`src/design/bmmf_pkg.sv`:
```
// ----------------------------------------------------------------------------
// Binned mean package
// Types and fixed constants shared by the binned mean modules.
// ----------------------------------------------------------------------------
package bmmf_pkg;

  // Width of the bin size register and its value after reset.
  localparam int CFG_WIDTH = 16;
  localparam logic [CFG_WIDTH-1:0] BIN_LEN_RESET = 16'd1;

  // Status of a closed bin, handed from the accumulator to the sequencer.
  typedef struct packed {
    logic missing;
    logic last;
  } bin_flags_t;

endpackage

```
`src/design/bmmf_accum.sv`:
```
// ----------------------------------------------------------------------------
// Binned mean accumulator
// Holds the bin size register, the running sum, the sample count and the
// missing mark, and captures the totals of each bin as it closes.
// ----------------------------------------------------------------------------
module bmmf_accum
  import bmmf_pkg::*;
#(
  parameter int SAMPLE_WIDTH = 32,
  parameter int COUNT_WIDTH  = 16
) (
  input  logic                                clk,
  input  logic                                rst,
  input  logic                                cfg_valid,
  input  logic [CFG_WIDTH-1:0]                cfg_data,
  input  logic                                in_accept,
  input  logic [SAMPLE_WIDTH-1:0]             sample,
  input  logic                                sample_missing,
  input  logic                                sample_last,
  output logic                                closing,
  output logic [SAMPLE_WIDTH+COUNT_WIDTH-1:0] close_sum,
  output logic [COUNT_WIDTH-1:0]              close_count,
  output bin_flags_t                          close_flags
);

  localparam int SUM_WIDTH = SAMPLE_WIDTH + COUNT_WIDTH;
  localparam int CMP_WIDTH = (COUNT_WIDTH > CFG_WIDTH) ? COUNT_WIDTH : CFG_WIDTH;
  localparam logic [COUNT_WIDTH-1:0] COUNT_MAX = '1;

  logic [CFG_WIDTH-1:0]   bin_len;
  logic [SUM_WIDTH-1:0]   running_sum;
  logic [COUNT_WIDTH-1:0] samples_in_bin;
  logic                   saw_missing;

  logic [SUM_WIDTH-1:0]   sum_next;
  logic [COUNT_WIDTH-1:0] count_next;
  logic                   missing_next;
  logic [CFG_WIDTH-1:0]   limit;

  always_comb begin
    sum_next     = running_sum + {{COUNT_WIDTH{sample[SAMPLE_WIDTH-1]}}, sample};
    count_next   = samples_in_bin + 1'b1;
    missing_next = saw_missing | sample_missing;
    // A bin size of zero acts as one.
    limit        = (bin_len == '0) ? CFG_WIDTH'(1) : bin_len;
    closing      = in_accept &&
                   (sample_last ||
                    (CMP_WIDTH'(count_next) >= CMP_WIDTH'(limit)) ||
                    (count_next == COUNT_MAX));
  end

  always_ff @(posedge clk) begin
    if (rst) begin
      bin_len        <= BIN_LEN_RESET;
      running_sum    <= '0;
      samples_in_bin <= '0;
      saw_missing    <= 1'b0;
    end else begin
      if (cfg_valid) begin
        bin_len <= cfg_data;
      end
      if (closing) begin
        running_sum    <= '0;
        samples_in_bin <= '0;
        saw_missing    <= 1'b0;
      end else if (in_accept) begin
        running_sum    <= sum_next;
        samples_in_bin <= count_next;
        saw_missing    <= missing_next;
      end
    end
  end

  // Totals of the bin that just closed; held until the next bin closes.
  always_ff @(posedge clk) begin
    if (closing) begin
      close_sum           <= sum_next;
      close_count         <= count_next;
      close_flags.missing <= missing_next;
      close_flags.last    <= sample_last;
    end
  end

endmodule

```
`src/design/bmmf_div.sv`:
```
// ----------------------------------------------------------------------------
// Binned mean divider
// Signed restoring divider, one quotient bit per cycle, truncating toward
// zero. The divisor is a positive sample count.
// ----------------------------------------------------------------------------
module bmmf_div #(
  parameter int SUM_WIDTH   = 48,
  parameter int COUNT_WIDTH = 16
) (
  input  logic                   clk,
  input  logic                   rst,
  input  logic                   start,
  input  logic [SUM_WIDTH-1:0]   dividend,
  input  logic [COUNT_WIDTH-1:0] divisor,
  output logic                   busy,
  output logic [SUM_WIDTH-1:0]   quotient
);

  localparam int STEP_WIDTH = (SUM_WIDTH > 1) ? $clog2(SUM_WIDTH) : 1;
  localparam logic [STEP_WIDTH-1:0] LAST_STEP = STEP_WIDTH'(SUM_WIDTH - 1);

  logic [STEP_WIDTH-1:0]  step;
  logic                   neg;
  logic [SUM_WIDTH-1:0]   quo;
  logic [COUNT_WIDTH-1:0] rem;
  logic [COUNT_WIDTH-1:0] dvsr;

  logic [COUNT_WIDTH:0]   shifted;
  logic [COUNT_WIDTH+1:0] diff;
  logic                   fits;

  always_comb begin
    shifted = {rem, quo[SUM_WIDTH-1]};
    diff    = {1'b0, shifted} - {2'b00, dvsr};
    fits    = !diff[COUNT_WIDTH+1];
  end

  always_ff @(posedge clk) begin
    if (rst) begin
      busy <= 1'b0;
      step <= '0;
    end else if (start) begin
      busy <= 1'b1;
      step <= '0;
    end else if (busy) begin
      step <= step + 1'b1;
      if (step == LAST_STEP) begin
        busy <= 1'b0;
      end
    end
  end

  always_ff @(posedge clk) begin
    if (start) begin
      neg  <= dividend[SUM_WIDTH-1];
      // Magnitude; the most negative sum maps to its unsigned magnitude.
      quo  <= dividend[SUM_WIDTH-1] ? (~dividend + 1'b1) : dividend;
      rem  <= '0;
      dvsr <= divisor;
    end else if (busy) begin
      quo <= {quo[SUM_WIDTH-2:0], fits};
      rem <= fits ? diff[COUNT_WIDTH-1:0] : shifted[COUNT_WIDTH-1:0];
    end
  end

  assign quotient = neg ? (~quo + 1'b1) : quo;

endmodule

```
`src/design/binned_mean_with_missing_flag_top.sv`:
```
// ----------------------------------------------------------------------------
// Binned mean with missing flag
// Averages a stream of signed Q16.16 samples over bins of a set size.
// ----------------------------------------------------------------------------
// Samples arrive on the s_axis stream, one per transfer, and are summed into
// bins of the configured size (a bin size of zero acts as one). A bin also
// closes at a sample with tlast set, and when its count reaches
// 2^COUNT_WIDTH - 1. For each closed bin one transfer leaves on m_axis carrying
// the sum divided by the count, truncated toward zero; if any sample of the bin
// was missing, tuser is set and the mean is zero. tlast on the output marks the
// bin closed by an input tlast. Samples stream at one per cycle inside a bin.
// A sample that closes a bin that has no missing sample starts the shared
// divider, which produces one quotient bit per cycle; the next sample is taken
// only once the quotient has moved into the output register, and that move
// waits while the output is stalled. A bin flagged missing skips the divider
// and goes from ST_LOAD straight to ST_WAIT. The finished result sits in an
// output register, so new samples are accepted while it waits for m_axis. The
// bin size register is written through the cfg port, which is ready whenever
// the block is out of reset, and takes effect from the next sample on; write
// it only while idle.
// ----------------------------------------------------------------------------
module binned_mean_with_missing_flag_top
  import bmmf_pkg::*;
#(
  parameter int SAMPLE_WIDTH = 32,
  parameter int COUNT_WIDTH  = 16
) (
  input  logic                                     clk,
  input  logic                                     rst,
  // Configuration write channel: bin size.
  input  logic                                     cfg_valid,
  output logic                                     cfg_ready,
  input  logic [CFG_WIDTH-1:0]                     cfg_data,
  // Sample stream.
  input  logic                                     s_axis_tvalid,
  output logic                                     s_axis_tready,
  input  logic [((SAMPLE_WIDTH+7)/8)*8-1:0]        s_axis_tdata,  // sample_value
  input  logic                                     s_axis_tuser,  // sample_missing
  input  logic                                     s_axis_tlast,  // end_of_vector
  // Bin result stream.
  output logic                                     m_axis_tvalid,
  input  logic                                     m_axis_tready,
  output logic [((SAMPLE_WIDTH+7)/8)*8-1:0]        m_axis_tdata,  // bin_mean
  output logic                                     m_axis_tuser,  // bin_missing
  output logic                                     m_axis_tlast   // last_bin
);

  localparam int SUM_WIDTH  = SAMPLE_WIDTH + COUNT_WIDTH;
  localparam int DATA_WIDTH = ((SAMPLE_WIDTH + 7) / 8) * 8;

  // Sequencer states.
  localparam logic [1:0] ST_IDLE = 2'd0;  // taking samples
  localparam logic [1:0] ST_LOAD = 2'd1;  // a bin closed; divide unless missing
  localparam logic [1:0] ST_DIV  = 2'd2;  // divider running
  localparam logic [1:0] ST_WAIT = 2'd3;  // result ready for the output register

  logic [1:0] state;
  logic [1:0] state_next;

  logic                    in_accept;
  logic                    closing;
  logic [SUM_WIDTH-1:0]    close_sum;
  logic [COUNT_WIDTH-1:0]  close_count;
  bin_flags_t              close_flags;
  logic                    div_start;
  logic                    div_busy;
  logic [SUM_WIDTH-1:0]    quotient;

  logic                    out_load;
  logic [SAMPLE_WIDTH-1:0] out_mean;
  logic                    out_missing;
  logic                    out_last;

  // Neither input channel takes a transfer while reset is held.
  assign cfg_ready     = !rst;
  assign s_axis_tready = (state == ST_IDLE) && !rst;
  assign in_accept     = s_axis_tvalid && s_axis_tready;

  bmmf_accum #(
    .SAMPLE_WIDTH (SAMPLE_WIDTH),
    .COUNT_WIDTH  (COUNT_WIDTH)
  ) u_accum (
    .clk            (clk),
    .rst            (rst),
    .cfg_valid      (cfg_valid),
    .cfg_data       (cfg_data),
    .in_accept      (in_accept),
    .sample         (s_axis_tdata[SAMPLE_WIDTH-1:0]),
    .sample_missing (s_axis_tuser),
    .sample_last    (s_axis_tlast),
    .closing        (closing),
    .close_sum      (close_sum),
    .close_count    (close_count),
    .close_flags    (close_flags)
  );

  // A bin flagged missing never needs its quotient.
  assign div_start = (state == ST_LOAD) && !close_flags.missing;

  bmmf_div #(
    .SUM_WIDTH   (SUM_WIDTH),
    .COUNT_WIDTH (COUNT_WIDTH)
  ) u_div (
    .clk      (clk),
    .rst      (rst),
    .start    (div_start),
    .dividend (close_sum),
    .divisor  (close_count),
    .busy     (div_busy),
    .quotient (quotient)
  );

  // The output register is free when empty or emptying in this cycle.
  assign out_load = (state == ST_WAIT) && (!m_axis_tvalid || m_axis_tready);

  always_comb begin
    state_next = state;
    unique case (state)
      ST_IDLE: begin
        if (closing) begin
          state_next = ST_LOAD;
        end
      end
      ST_LOAD: begin
        state_next = close_flags.missing ? ST_WAIT : ST_DIV;
      end
      ST_DIV: begin
        if (!div_busy) begin
          state_next = ST_WAIT;
        end
      end
      ST_WAIT: begin
        if (out_load) begin
          state_next = ST_IDLE;
        end
      end
      default: begin
        state_next = ST_IDLE;
      end
    endcase
  end

  always_ff @(posedge clk) begin
    if (rst) begin
      state         <= ST_IDLE;
      m_axis_tvalid <= 1'b0;
    end else begin
      state <= state_next;
      if (out_load) begin
        m_axis_tvalid <= 1'b1;
      end else if (m_axis_tready) begin
        m_axis_tvalid <= 1'b0;
      end
    end
  end

  always_ff @(posedge clk) begin
    if (out_load) begin
      out_mean    <= close_flags.missing ? '0 : quotient[SAMPLE_WIDTH-1:0];
      out_missing <= close_flags.missing;
      out_last    <= close_flags.last;
    end
  end

  assign m_axis_tdata = DATA_WIDTH'(out_mean);
  assign m_axis_tuser = out_missing;
  assign m_axis_tlast = out_last;

endmodule

```
`config.mk`:
```
export PLATFORM = sky130hd
export DESIGN_NAME = binned_mean_with_missing_flag_top
export DESIGN_NICKNAME = d
export VERILOG_FILES = /design/src/design/bmmf_pkg.sv /design/src/design/bmmf_accum.sv /design/src/design/bmmf_div.sv /design/src/design/binned_mean_with_missing_flag_top.sv
export SDC_FILE = /design/constraint.sdc
export NUM_CORES = 1
export LEC_CHECK = 0
export BUFFER_PORTS_ARGS = -buffer_cell sky130_fd_sc_hd__buf_2
export CORE_MARGIN = 4
export CORE_UTILIZATION = 60
export CTS_BUF_LIST = sky130_fd_sc_hd__clkbuf_4
export CTS_CLUSTER_DIAMETER = 80
export DETAILED_ROUTE_END_ITERATION = 8
export HOLD_SLACK_MARGIN = 0.02
export PLACE_DENSITY = 0.79
export SLEW_MARGIN = 30
export SYNTH_ARGS = -nofsm -noshare
export SYNTH_HDL_FRONTEND = slang
export SYNTH_SLANG_ARGS = --single-unit
```
`constraint.sdc`:
```
create_clock -name clk -period 10.93 [get_ports clk]
set_clock_uncertainty 0.2 [all_clocks]
set_input_delay 1.093 -clock clk [delete_from_list [all_inputs] [get_ports clk]]
set_output_delay 1.093 -clock clk [all_outputs]
set_load 0.005 [all_outputs]
```
==> metrics.txt, run 1 <==
# TYPE chip_impl_metric gauge
chip_impl_metric{name="fin_crit",unit="ns"} 4.58
chip_impl_metric{name="numPortBuffers",unit=""} 91
chip_impl_metric{name="cp.required",unit="ns"} 11.30
chip_impl_metric{name="met3_wirelength",unit="mm"} 2.29
chip_impl_metric{name="htree_num_levels",unit=""} 3
chip_impl_metric{name="setup-tns-final",unit="ns"} 0
chip_impl_info{name="post_synth_main_area_contributors",value="sky130_fd_sc_hd__edfxtp_1 32%, sky130_fd_sc_hd__dfxtp_1 14%, sky130_fd_sc_hd__ha_1 7.3%"} 1
chip_impl_metric{name="synthArstFlopShare",unit="%"} 0
chip_impl_metric{name="crit_path_max_fanout",unit=""} 65
chip_impl_metric{name="postPlaceCellArea",unit="um2"} 15900
chip_impl_metric{name="dieArea",unit="um2"} 28000
chip_impl_metric{name="postCtsSetupRepairBufs",unit=""} 0
chip_impl_metric{name="clock-sinks",unit=""} 272
chip_impl_metric{name="r2r_slack",unit="ns"} 6.35
chip_impl_metric{name="route.detailed.drc",unit=""} 0
chip_impl_metric{name="gp_routability_congestion",unit=""} 0.900
chip_impl_metric{name="die-width",unit="um"} 167
chip_impl_info{name="path_cells",value="and3_1 -> nand3_1 -> nor2_1 -> nand3_1 -> xnor2_1 -> ha_1 -> a21o_1 -> a21o_1 -> a211oi_1 -> o22ai_1 -> a31o_2 -> a21oi_1 -> nand2_2 -> buf_4 -> or4_1 -> o211ai_1"} 1
chip_impl_metric{name="detail-route-antenna-nets",unit=""} 0
chip_impl_metric{name="synthesis.area_per_instance",unit="um2"} 9.60
chip_impl_metric{name="setup_viol",unit=""} 0
chip_impl_metric{name="synthCells",unit=""} 1589
chip_impl_metric{name="post_synth_num_cell_types",unit=""} 68
chip_impl_info{name="slowest_stage",value="sky130_fd_sc_hd__or4_1"} 1
chip_impl_metric{name="total_leakage_power",unit="nW"} 6.87
chip_impl_metric{name="grt_start_max_net_pins",unit=""} 112
chip_impl_metric{name="first_global_vias",unit=""} 11300
chip_impl_metric{name="max-cap-violations",unit=""} 0
chip_impl_info{name="topRoutingLayerUsed",value="met4"} 1
chip_impl_metric{name="tritoncts.num_buffers",unit=""} 71
chip_impl_metric{name="drtIter0Drc",unit=""} 788
chip_impl_metric{name="grt_overflow_total",unit=""} 0
chip_impl_metric{name="firstDrtPassIters",unit=""} 6
chip_impl_metric{name="finalHoldViolCount",unit=""} 0
chip_impl_info{name="ys_top_cells_by_count",value="217 x sky130_fd_sc_hd__nand2_1, 165 x sky130_fd_sc_hd__edfxtp_1, 135 x sky130_fd_sc_hd__nor2_1, 120 x sky130_fd_sc_hd__a21oi_1, 108 x sky130_fd_sc_hd__o21ai_0"} 1
chip_impl_metric{name="grt_first_pass_wirelength",unit="mm"} 54.4
chip_impl_metric{name="clock_tree.buffer_depth",unit=""} 3
chip_impl_metric{name="fmax",unit="GHz"} 0.218
chip_impl_metric{name="drive_above_1_share",unit="%"} 13.8
chip_impl_metric{name="timing_worst_slew_pin_value",unit="ns"} 0.902
chip_impl_info{name="worst_hold_path_type",value="reg -> reg"} 1
chip_impl_metric{name="cts_repair_resize_count",unit=""} 0
chip_impl_metric{name="clk_pin_slew",unit="ns"} 0.06
chip_impl_metric{name="synth.ff_latch_count",unit=""} 272
chip_impl_metric{name="worst_ep_arrival_time",unit="ns"} 4.95
chip_impl_metric{name="slew_viol_final",unit=""} 0
chip_impl_info{name="critPathLaunchType",value="flip-flop"} 1
chip_impl_metric{name="ys_warn_count",unit=""} 0
chip_impl_metric{name="irDropWorstVdd",unit="mV"} 0.0980
chip_impl_metric{name="die_h",unit="um"} 167
chip_impl_metric{name="max-slew-margin-rel",unit="%"} 39.8
chip_impl_metric{name="detailedPlacementHpwl",unit="mm"} 23.3
chip_impl_metric{name="pwr_density_cell",unit="nW/um2"} 200
chip_impl_info{name="ys_dominant_reg_cell",value="sky130_fd_sc_hd__edfxtp_1"} 1
chip_impl_metric{name="synth.yosys.seq_area_share",unit="%"} 46.5
chip_impl_info{name="status",value="completed"} 1
chip_impl_metric{name="syn_area",unit="um2"} 15200
chip_impl_metric{name="routed_wire_length_per_instance",unit="um"} 15.7
chip_impl_metric{name="yosysTopAreaCellShare",unit="%"} 32.5
chip_impl_metric{name="floorplan.rows",unit=""} 58
chip_impl_metric{name="synth_enable_flop_cells",unit=""} 165
chip_impl_info{name="rsz0062_at_grt",value="no"} 1
chip_impl_metric{name="wl_met2",unit="mm"} 14.7
chip_impl_info{name="yosys.area.top_type",value="sky130_fd_sc_hd__edfxtp_1"} 1
chip_impl_metric{name="critical-path-max-stage-delay",unit="ns"} 0.48
chip_impl_info{name="tritoncts",value="done"} 1
chip_impl_metric{name="holdBufCountCts",unit=""} 0
chip_impl_info{name="clock_tree.root_cell",value="sky130_fd_sc_hd__clkbuf_4"} 1
chip_impl_metric{name="finish.net_count",unit=""} 1838
chip_impl_info{name="capturing_element_type_of_the_critical_path",value="flip-flop"} 1
chip_impl_metric{name="area_growth",unit="%"} 10.7
chip_impl_metric{name="grt_util_all_layers",unit="%"} 23.0
chip_impl_metric{name="mappedNetlistNets",unit=""} 1735
chip_impl_metric{name="start_util",unit="%"} 60.7
chip_impl_metric{name="antenna_found_initial",unit=""} 1
chip_impl_metric{name="clk-insertion-delay-late",unit="ns"} 0.69
chip_impl_metric{name="vias",unit=""} 11900
chip_impl_metric{name="wire_length_reported_by_the_detailed_router",unit="mm"} 32.6
chip_impl_metric{name="route.layer.met1.wl",unit="mm"} 15.2
chip_impl_metric{name="min_period_over_period",unit="%"} 41.9
chip_impl_info{name="path_class",value="reg -> reg"} 1
chip_impl_metric{name="finish.instance_area",unit="um2"} 16900
chip_impl_info{name="post-synth-top-count-cell",value="sky130_fd_sc_hd__nand2_1"} 1
chip_impl_metric{name="viasPerCell",unit=""} 5.71
chip_impl_metric{name="boundaryPins",unit=""} 92
chip_impl_metric{name="core_area",unit="um2"} 25100
cells by family (layout without fill, tap and decap cells):
group                      after synthesis  in the layout  synth area share, %
AOI/OAI and AO/OA                      378            378                 15.2
muxes                                   35             35                 2.30
and+or+nand+nor                        513            513                 15.5
buffers and inverters                  136            297                 3.39
other                                    0              1                    0
adders and majority gates               91             91                 7.57
xor gates and xnor gates               164            164                 9.51
DFF                                    272            272                 46.5
worst max-delay path, delay by kind of cell (launching register included):
family	cells	cell delay, ns
AND/OR/NAND/NOR	6	1.43
flip-flops	1	0.46
AO/OA/AOI/OAI	7	1.43
buffers and inverters	1	0.34
adder cells (fa/ha/maj)	1	0.30
XOR/XNOR	1	0.31
power by group:
group,internal (mW),switching [mW]
registers,1.32,0.126
clock network,0.477,0.414
logic,0.408,0.631
total,2.21,1.17
final cells by class:
| type | instances | area, um2 |
|---|---|---|
| multi-input cells | 1181 | 7650 |
| inverters | 64 | 240 |
| diodes | 1 | 2.50 |
| repair buffers | 102 | 546 |
| clock inverters | 30 | 173 |
| clock buffers | 101 | 758 |
| flip-flops and latches | 272 | 7100 |
| well taps | 330 | 413 |
| fillers | 1999 | 8230 |
metal layers:
layer | track usage (%) | up-vias
met4 | 5.75 | 0
met5 | 0 | -
met3 | 5.24 | 35
met2 | 36.3 | 360
li1 | - | 5941
met1 | 32.5 | 5543
per-stage QoR:
step | util [%] | total power [mW] | hold slack [ns] | instances | setup WS (ns)
detailed placement | 63.4 | 2.49 | 0.205 | 1948 | 6.35
finish | 67.2 | 3.38 | 0.213 | 2081 | 6.35
global route | 67.2 | 3.61 | 0.222 | 2081 | 6.04
floorplan | - | 2.23 | 0.200 | 1589 | 6.76
CTS | 67.1 | 3.39 | 0.213 | 2079 | 6.38
global placement | 63.4 | 2.45 | 0.203 | 1948 | 6.46
cells in the final DEF (no fill, tap or decap), drive strengths merged, types with 57 or more instances in the layout:
cell type | synthesis | layout
a21oi | 120 | 120
buf | 7 | 102
clkbuf | 65 | 101
dfxtp | 107 | 107
edfxtp | 165 | 165
ha | 89 | 89
inv | 64 | 67
nand2 | 217 | 217
nor2 | 136 | 136
o21ai | 114 | 114
xnor2 | 57 | 57
xor2 | 106 | 106
sequential cells by signal, indices dropped and copies added, names as in the netlist, 2 cells and up:
| signal | cells |
|---|---|
| m_axis_tdata | 32 |
| state | 2 |
| u_accum.bin_len | 16 |
| u_accum.close_count | 16 |
| u_accum.close_flags | 2 |
| u_accum.close_sum | 48 |
| u_accum.running_sum | 48 |
| u_accum.samples_in_bin | 16 |
| u_div.dvsr | 16 |
| u_div.quo | 48 |
| u_div.rem | 16 |
| u_div.step | 6 |
final timing paths:
path / startpoint / endpoint / depth (start not counted)
min: u_accum.close_count[2]$_DFFE_PP_ / u_div.dvsr[2]$_DFFE_PP_ / 0
max reg2reg: u_accum.samples_in_bin[6]$_SDFFE_PP0P_ / u_accum.running_sum[34]$_SDFFE_PP0P_ / 16
max: u_accum.samples_in_bin[6]$_SDFFE_PP0P_ / u_accum.running_sum[34]$_SDFFE_PP0P_ / 16
min reg2reg: u_accum.close_count[2]$_DFFE_PP_ / u_div.dvsr[2]$_DFFE_PP_ / 0
No activity file was read; power rests on OpenSTA's default activity.
==> run 2: changes to the inputs <==
ABC_AREA = 1   (was default)
CORE_UTILIZATION = 58   (was 60)
clock period = 4.2 ns   (was 10.93 ns; I/O delays follow)
==> metrics.txt, run 2 <==
# TYPE chip_impl_metric gauge
chip_impl_info{name="worst_hold_path_type",value="in -> reg"} 1
chip_impl_metric{name="max-slew-margin-rel",unit="%"} 40.8
chip_impl_info{name="critPathLaunchType",value="flip-flop"} 1
chip_impl_metric{name="finish.net_count",unit=""} 2491
chip_impl_metric{name="first_global_vias",unit=""} 14700
chip_impl_metric{name="irDropWorstVdd",unit="mV"} 0.319
chip_impl_info{name="capturing_element_type_of_the_critical_path",value="flip-flop"} 1
chip_impl_metric{name="ys_warn_count",unit=""} 0
chip_impl_metric{name="antenna_found_initial",unit=""} 1
chip_impl_metric{name="dieArea",unit="um2"} 31500
chip_impl_metric{name="grt_first_pass_wirelength",unit="mm"} 72.4
chip_impl_info{name="ys_dominant_reg_cell",value="sky130_fd_sc_hd__edfxtp_1"} 1
chip_impl_info{name="status",value="completed"} 1
chip_impl_metric{name="total_leakage_power",unit="nW"} 8.11
chip_impl_metric{name="clk_pin_slew",unit="ns"} 0.07
chip_impl_metric{name="layout.core_utilization",unit="%"} 67.1
chip_impl_metric{name="htree_num_levels",unit=""} 3
chip_impl_metric{name="timing_worst_slew_pin_value",unit="ns"} 0.888
chip_impl_metric{name="crit_path_max_fanout",unit=""} 51
chip_impl_metric{name="clock-sinks",unit=""} 272
chip_impl_metric{name="synth_enable_flop_cells",unit=""} 165
chip_impl_info{name="largest_registers",value="u_accum.close_sum: 48 flops, u_accum.running_sum: 48 flops, u_div.quo: 48 flops"} 1
chip_impl_metric{name="mappedNetlistNets",unit=""} 2329
chip_impl_info{name="clock_tree.root_cell",value="sky130_fd_sc_hd__clkbuf_4"} 1
chip_impl_metric{name="grt_start_max_net_pins",unit=""} 79
chip_impl_metric{name="vias",unit=""} 15400
chip_impl_metric{name="worst_ep_arrival_time",unit="ns"} 3.55
chip_impl_metric{name="fin_hold_ws",unit="ns"} 0.0930
chip_impl_metric{name="setup-tns-final",unit="ns"} 0
chip_impl_metric{name="synth.ff_latch_count",unit=""} 272
chip_impl_metric{name="route.detailed.drc",unit=""} 0
chip_impl_info{name="tritoncts",value="done"} 1
chip_impl_metric{name="syn_area",unit="um2"} 16700
chip_impl_metric{name="core_area",unit="um2"} 28100
chip_impl_metric{name="firstDrtPassIters",unit=""} 6
chip_impl_metric{name="synthArstFlopShare",unit="%"} 0
chip_impl_metric{name="floorplan.rows",unit=""} 61
chip_impl_metric{name="drtIter0Drc",unit=""} 1358
chip_impl_info{name="path_class",value="reg -> reg"} 1
chip_impl_metric{name="grt_overflow_total",unit=""} 0
chip_impl_info{name="post_synth_main_area_contributors",value="sky130_fd_sc_hd__edfxtp_1 30%, sky130_fd_sc_hd__dfxtp_1 13%, sky130_fd_sc_hd__nand2_1 11%"} 1
chip_impl_info{name="ys_top_cells_by_count",value="483 x sky130_fd_sc_hd__nand2_1, 298 x sky130_fd_sc_hd__nor2_1, 246 x sky130_fd_sc_hd__inv_1, 181 x sky130_fd_sc_hd__a21oi_1, 165 x sky130_fd_sc_hd__edfxtp_1"} 1
chip_impl_metric{name="synthesis.area_per_instance",unit="um2"} 7.64
chip_impl_metric{name="synth.yosys.seq_area_share",unit="%"} 42.6
chip_impl_metric{name="wire_length_reported_by_the_detailed_router",unit="mm"} 44.5
chip_impl_metric{name="fin_crit",unit="ns"} 3.39
chip_impl_info{name="post-synth-top-count-cell",value="sky130_fd_sc_hd__nand2_1"} 1
chip_impl_metric{name="grt_util_all_layers",unit="%"} 28.4
chip_impl_metric{name="cp.required",unit="ns"} 4.36
chip_impl_metric{name="slew_viol_final",unit=""} 0
chip_impl_metric{name="post_synth_num_cell_types",unit=""} 50
chip_impl_metric{name="clk-insertion-delay-late",unit="ns"} 0.71
chip_impl_info{name="commonest_cells_after_routing_fill_and_taps_aside",value="482 x sky130_fd_sc_hd__nand2_1, 297 x sky130_fd_sc_hd__nor2_1, 244 x sky130_fd_sc_hd__inv_1"} 1
chip_impl_metric{name="pwr_density_cell",unit="nW/um2"} 494
chip_impl_metric{name="worst-path-buf-inv",unit=""} 2
chip_impl_info{name="yosys.area.top_type",value="sky130_fd_sc_hd__edfxtp_1"} 1
chip_impl_metric{name="die-width",unit="um"} 178
chip_impl_metric{name="routed_wire_length_per_instance",unit="um"} 16.0
chip_impl_metric{name="detailedPlacementHpwl",unit="mm"} 33.1
chip_impl_metric{name="gp_routability_congestion",unit=""} 1.05
chip_impl_metric{name="yosysTopAreaCellShare",unit="%"} 29.7
chip_impl_info{name="rsz0062_at_grt",value="no"} 1
chip_impl_metric{name="area_growth",unit="%"} 13.1
chip_impl_metric{name="finalHoldViolCount",unit=""} 0
chip_impl_info{name="path_cells",value="ha_1 -> nand3_2 -> nor2_4 -> nand3_1 -> nand2_1 -> nand2_1 -> ha_1 -> nand4_1 -> o21ai_0 -> a21oi_1 -> nand2_1 -> nand2_2 -> inv_2 -> buf_12"} 1
chip_impl_info{name="final_common_cell",value="sky130_fd_sc_hd__nand2_1"} 1
chip_impl_metric{name="place.detailed.instances",unit=""} 2613
chip_impl_metric{name="start_util",unit="%"} 59.4
chip_impl_metric{name="detail-route-antenna-nets",unit=""} 0
chip_impl_metric{name="viasPerCell",unit=""} 5.52
chip_impl_metric{name="finalNonFillerCells",unit=""} 2785
chip_impl_metric{name="min_period_over_period",unit="%"} 80.7
chip_impl_metric{name="cts_repair_resize_count",unit=""} 0
chip_impl_metric{name="setup_viol",unit=""} 0
chip_impl_metric{name="synthCells",unit=""} 2183
chip_impl_metric{name="clock_tree.buffer_depth",unit=""} 3
chip_impl_info{name="crit_path_frequent_cell",value="sky130_fd_sc_hd__nand2_1"} 1
chip_impl_info{name="cp_top_family",value="simple AND/OR/NAND/NOR gates"} 1
chip_impl_metric{name="drive_above_1_share",unit="%"} 11.0
chip_impl_metric{name="die_h",unit="um"} 178
chip_impl_metric{name="critical-path-max-stage-delay",unit="ns"} 0.42
chip_impl_info{name="slowest_stage",value="sky130_fd_sc_hd__dfxtp_1"} 1
chip_impl_metric{name="tritoncts.num_buffers",unit=""} 75
chip_impl_metric{name="numPortBuffers",unit=""} 91
chip_impl_metric{name="boundaryPins",unit=""} 92
chip_impl_metric{name="fmax",unit="GHz"} 0.295
chip_impl_metric{name="max-cap-violations",unit=""} 0
==> run 2: cell count changes in the layout (fill, tap and decap cells not counted), moves of 21 or more <==
cell,before,now
sky130_fd_sc_hd__mux2i_1,35,0
sky130_fd_sc_hd__o21ai_0,108,158
sky130_fd_sc_hd__inv_1,62,244
sky130_fd_sc_hd__nor3_1,24,46
sky130_fd_sc_hd__a21oi_1,120,180
sky130_fd_sc_hd__o31ai_1,24,3
sky130_fd_sc_hd__xnor2_1,57,24
sky130_fd_sc_hd__nand3_1,28,96
sky130_fd_sc_hd__nand2_1,215,482
sky130_fd_sc_hd__dlygate4sd3_1,0,33
sky130_fd_sc_hd__xor2_1,106,58
sky130_fd_sc_hd__nor2_1,135,297
==> run 2: cell type report <==
| type | instances | area (um2) |
|---|---|---|
| antenna | 1 | 2.50 |
| clock buffer | 110 | 826 |
| clock inverter | 28 | 176 |
| fill | 2467 | 9230 |
| inverter | 251 | 945 |
| multi-input combinational | 1606 | 8420 |
| sequential | 272 | 7100 |
| tap | 378 | 473 |
| timing repair buffer | 139 | 918 |
==> run 2: logic make-up after synthesis <==
kind of cell               Yosys count  synth area share (%)
and+or+nand+nor                   1007                  25.3
buffers and inverters              305                  7.04
adders and majority gates           91                  6.92
DFF                                272                  42.6
xor gates and xnor gates            82                  4.31
AOI/OAI and AO/OA                  426                  13.8
==> run 2: routing by layer <==
metal / up-vias / part of all wire, % / global-route usage, %
met5: - / 0 / 0
met3: 133 / 6.9 / 4.94
met1: 6958 / 44 / 37.7
li1: 7692 / - / -
met4: 0 / 3.8 / 11.9
met2: 602 / 46 / 46.1
==> run 2: metrics by stage <==
stage / power (mW) / cell area [um2] / setup WS [ns]
2_1_floorplan: 5.91 / 16700 / 0.377
3_3_place_gp: 6.68 / 17500 / 0.974
3_5_place_dp: 6.78 / 17500 / 0.876
4_1_cts: 9.33 / 18900 / 0.841
5_1_grt: 9.96 / 18900 / 0.554
6_report: 9.31 / 18900 / 0.810
==> run 2: final timing paths <==
check	from	endpoint	slack, ns	cells after the start
max	u_accum.samples_in_bin[1]$_SDFFE_PP0P_	u_accum.close_sum[1]$_DFFE_PP_	0.81	14
min	s_axis_tdata[17]	u_accum.running_sum[17]$_SDFFE_PP0P_	0.09	5
max reg2reg	u_accum.samples_in_bin[1]$_SDFFE_PP0P_	u_accum.close_sum[1]$_DFFE_PP_	0.81	14
min reg2reg	u_accum.close_count[8]$_DFFE_PP_	u_div.dvsr[8]$_DFFE_PP_	0.22	0
==> run 2: worst reg2reg max path: stages (launching register included) <==
cell,delay [ns]
sky130_fd_sc_hd__dfxtp_1,0.42
sky130_fd_sc_hd__ha_1,0.26
sky130_fd_sc_hd__nand3_2,0.14
sky130_fd_sc_hd__nor2_4,0.22
sky130_fd_sc_hd__nand3_1,0.10
sky130_fd_sc_hd__nand2_1,0.07
sky130_fd_sc_hd__nand2_1,0.10
sky130_fd_sc_hd__ha_1,0.32
sky130_fd_sc_hd__nand4_1,0.13
sky130_fd_sc_hd__o21ai_0,0.21
sky130_fd_sc_hd__a21oi_1,0.06
sky130_fd_sc_hd__nand2_1,0.08
sky130_fd_sc_hd__nand2_2,0.09
sky130_fd_sc_hd__inv_2,0.31
sky130_fd_sc_hd__buf_12,0.32
==> run 2: power breakdown <==
group	total [mW]	internal (mW)	switching, mW
clock	2.49	1.34	1.15
sequential	3.81	3.49	0.321
combinational	3.01	0.989	2.02
total	9.31	5.81	3.50
==> run 2: what timing repair did <==
item,in CTS,in global routing
buffers inserted,0,0
hold buffers,33,0
hold endpoints to repair,38,0
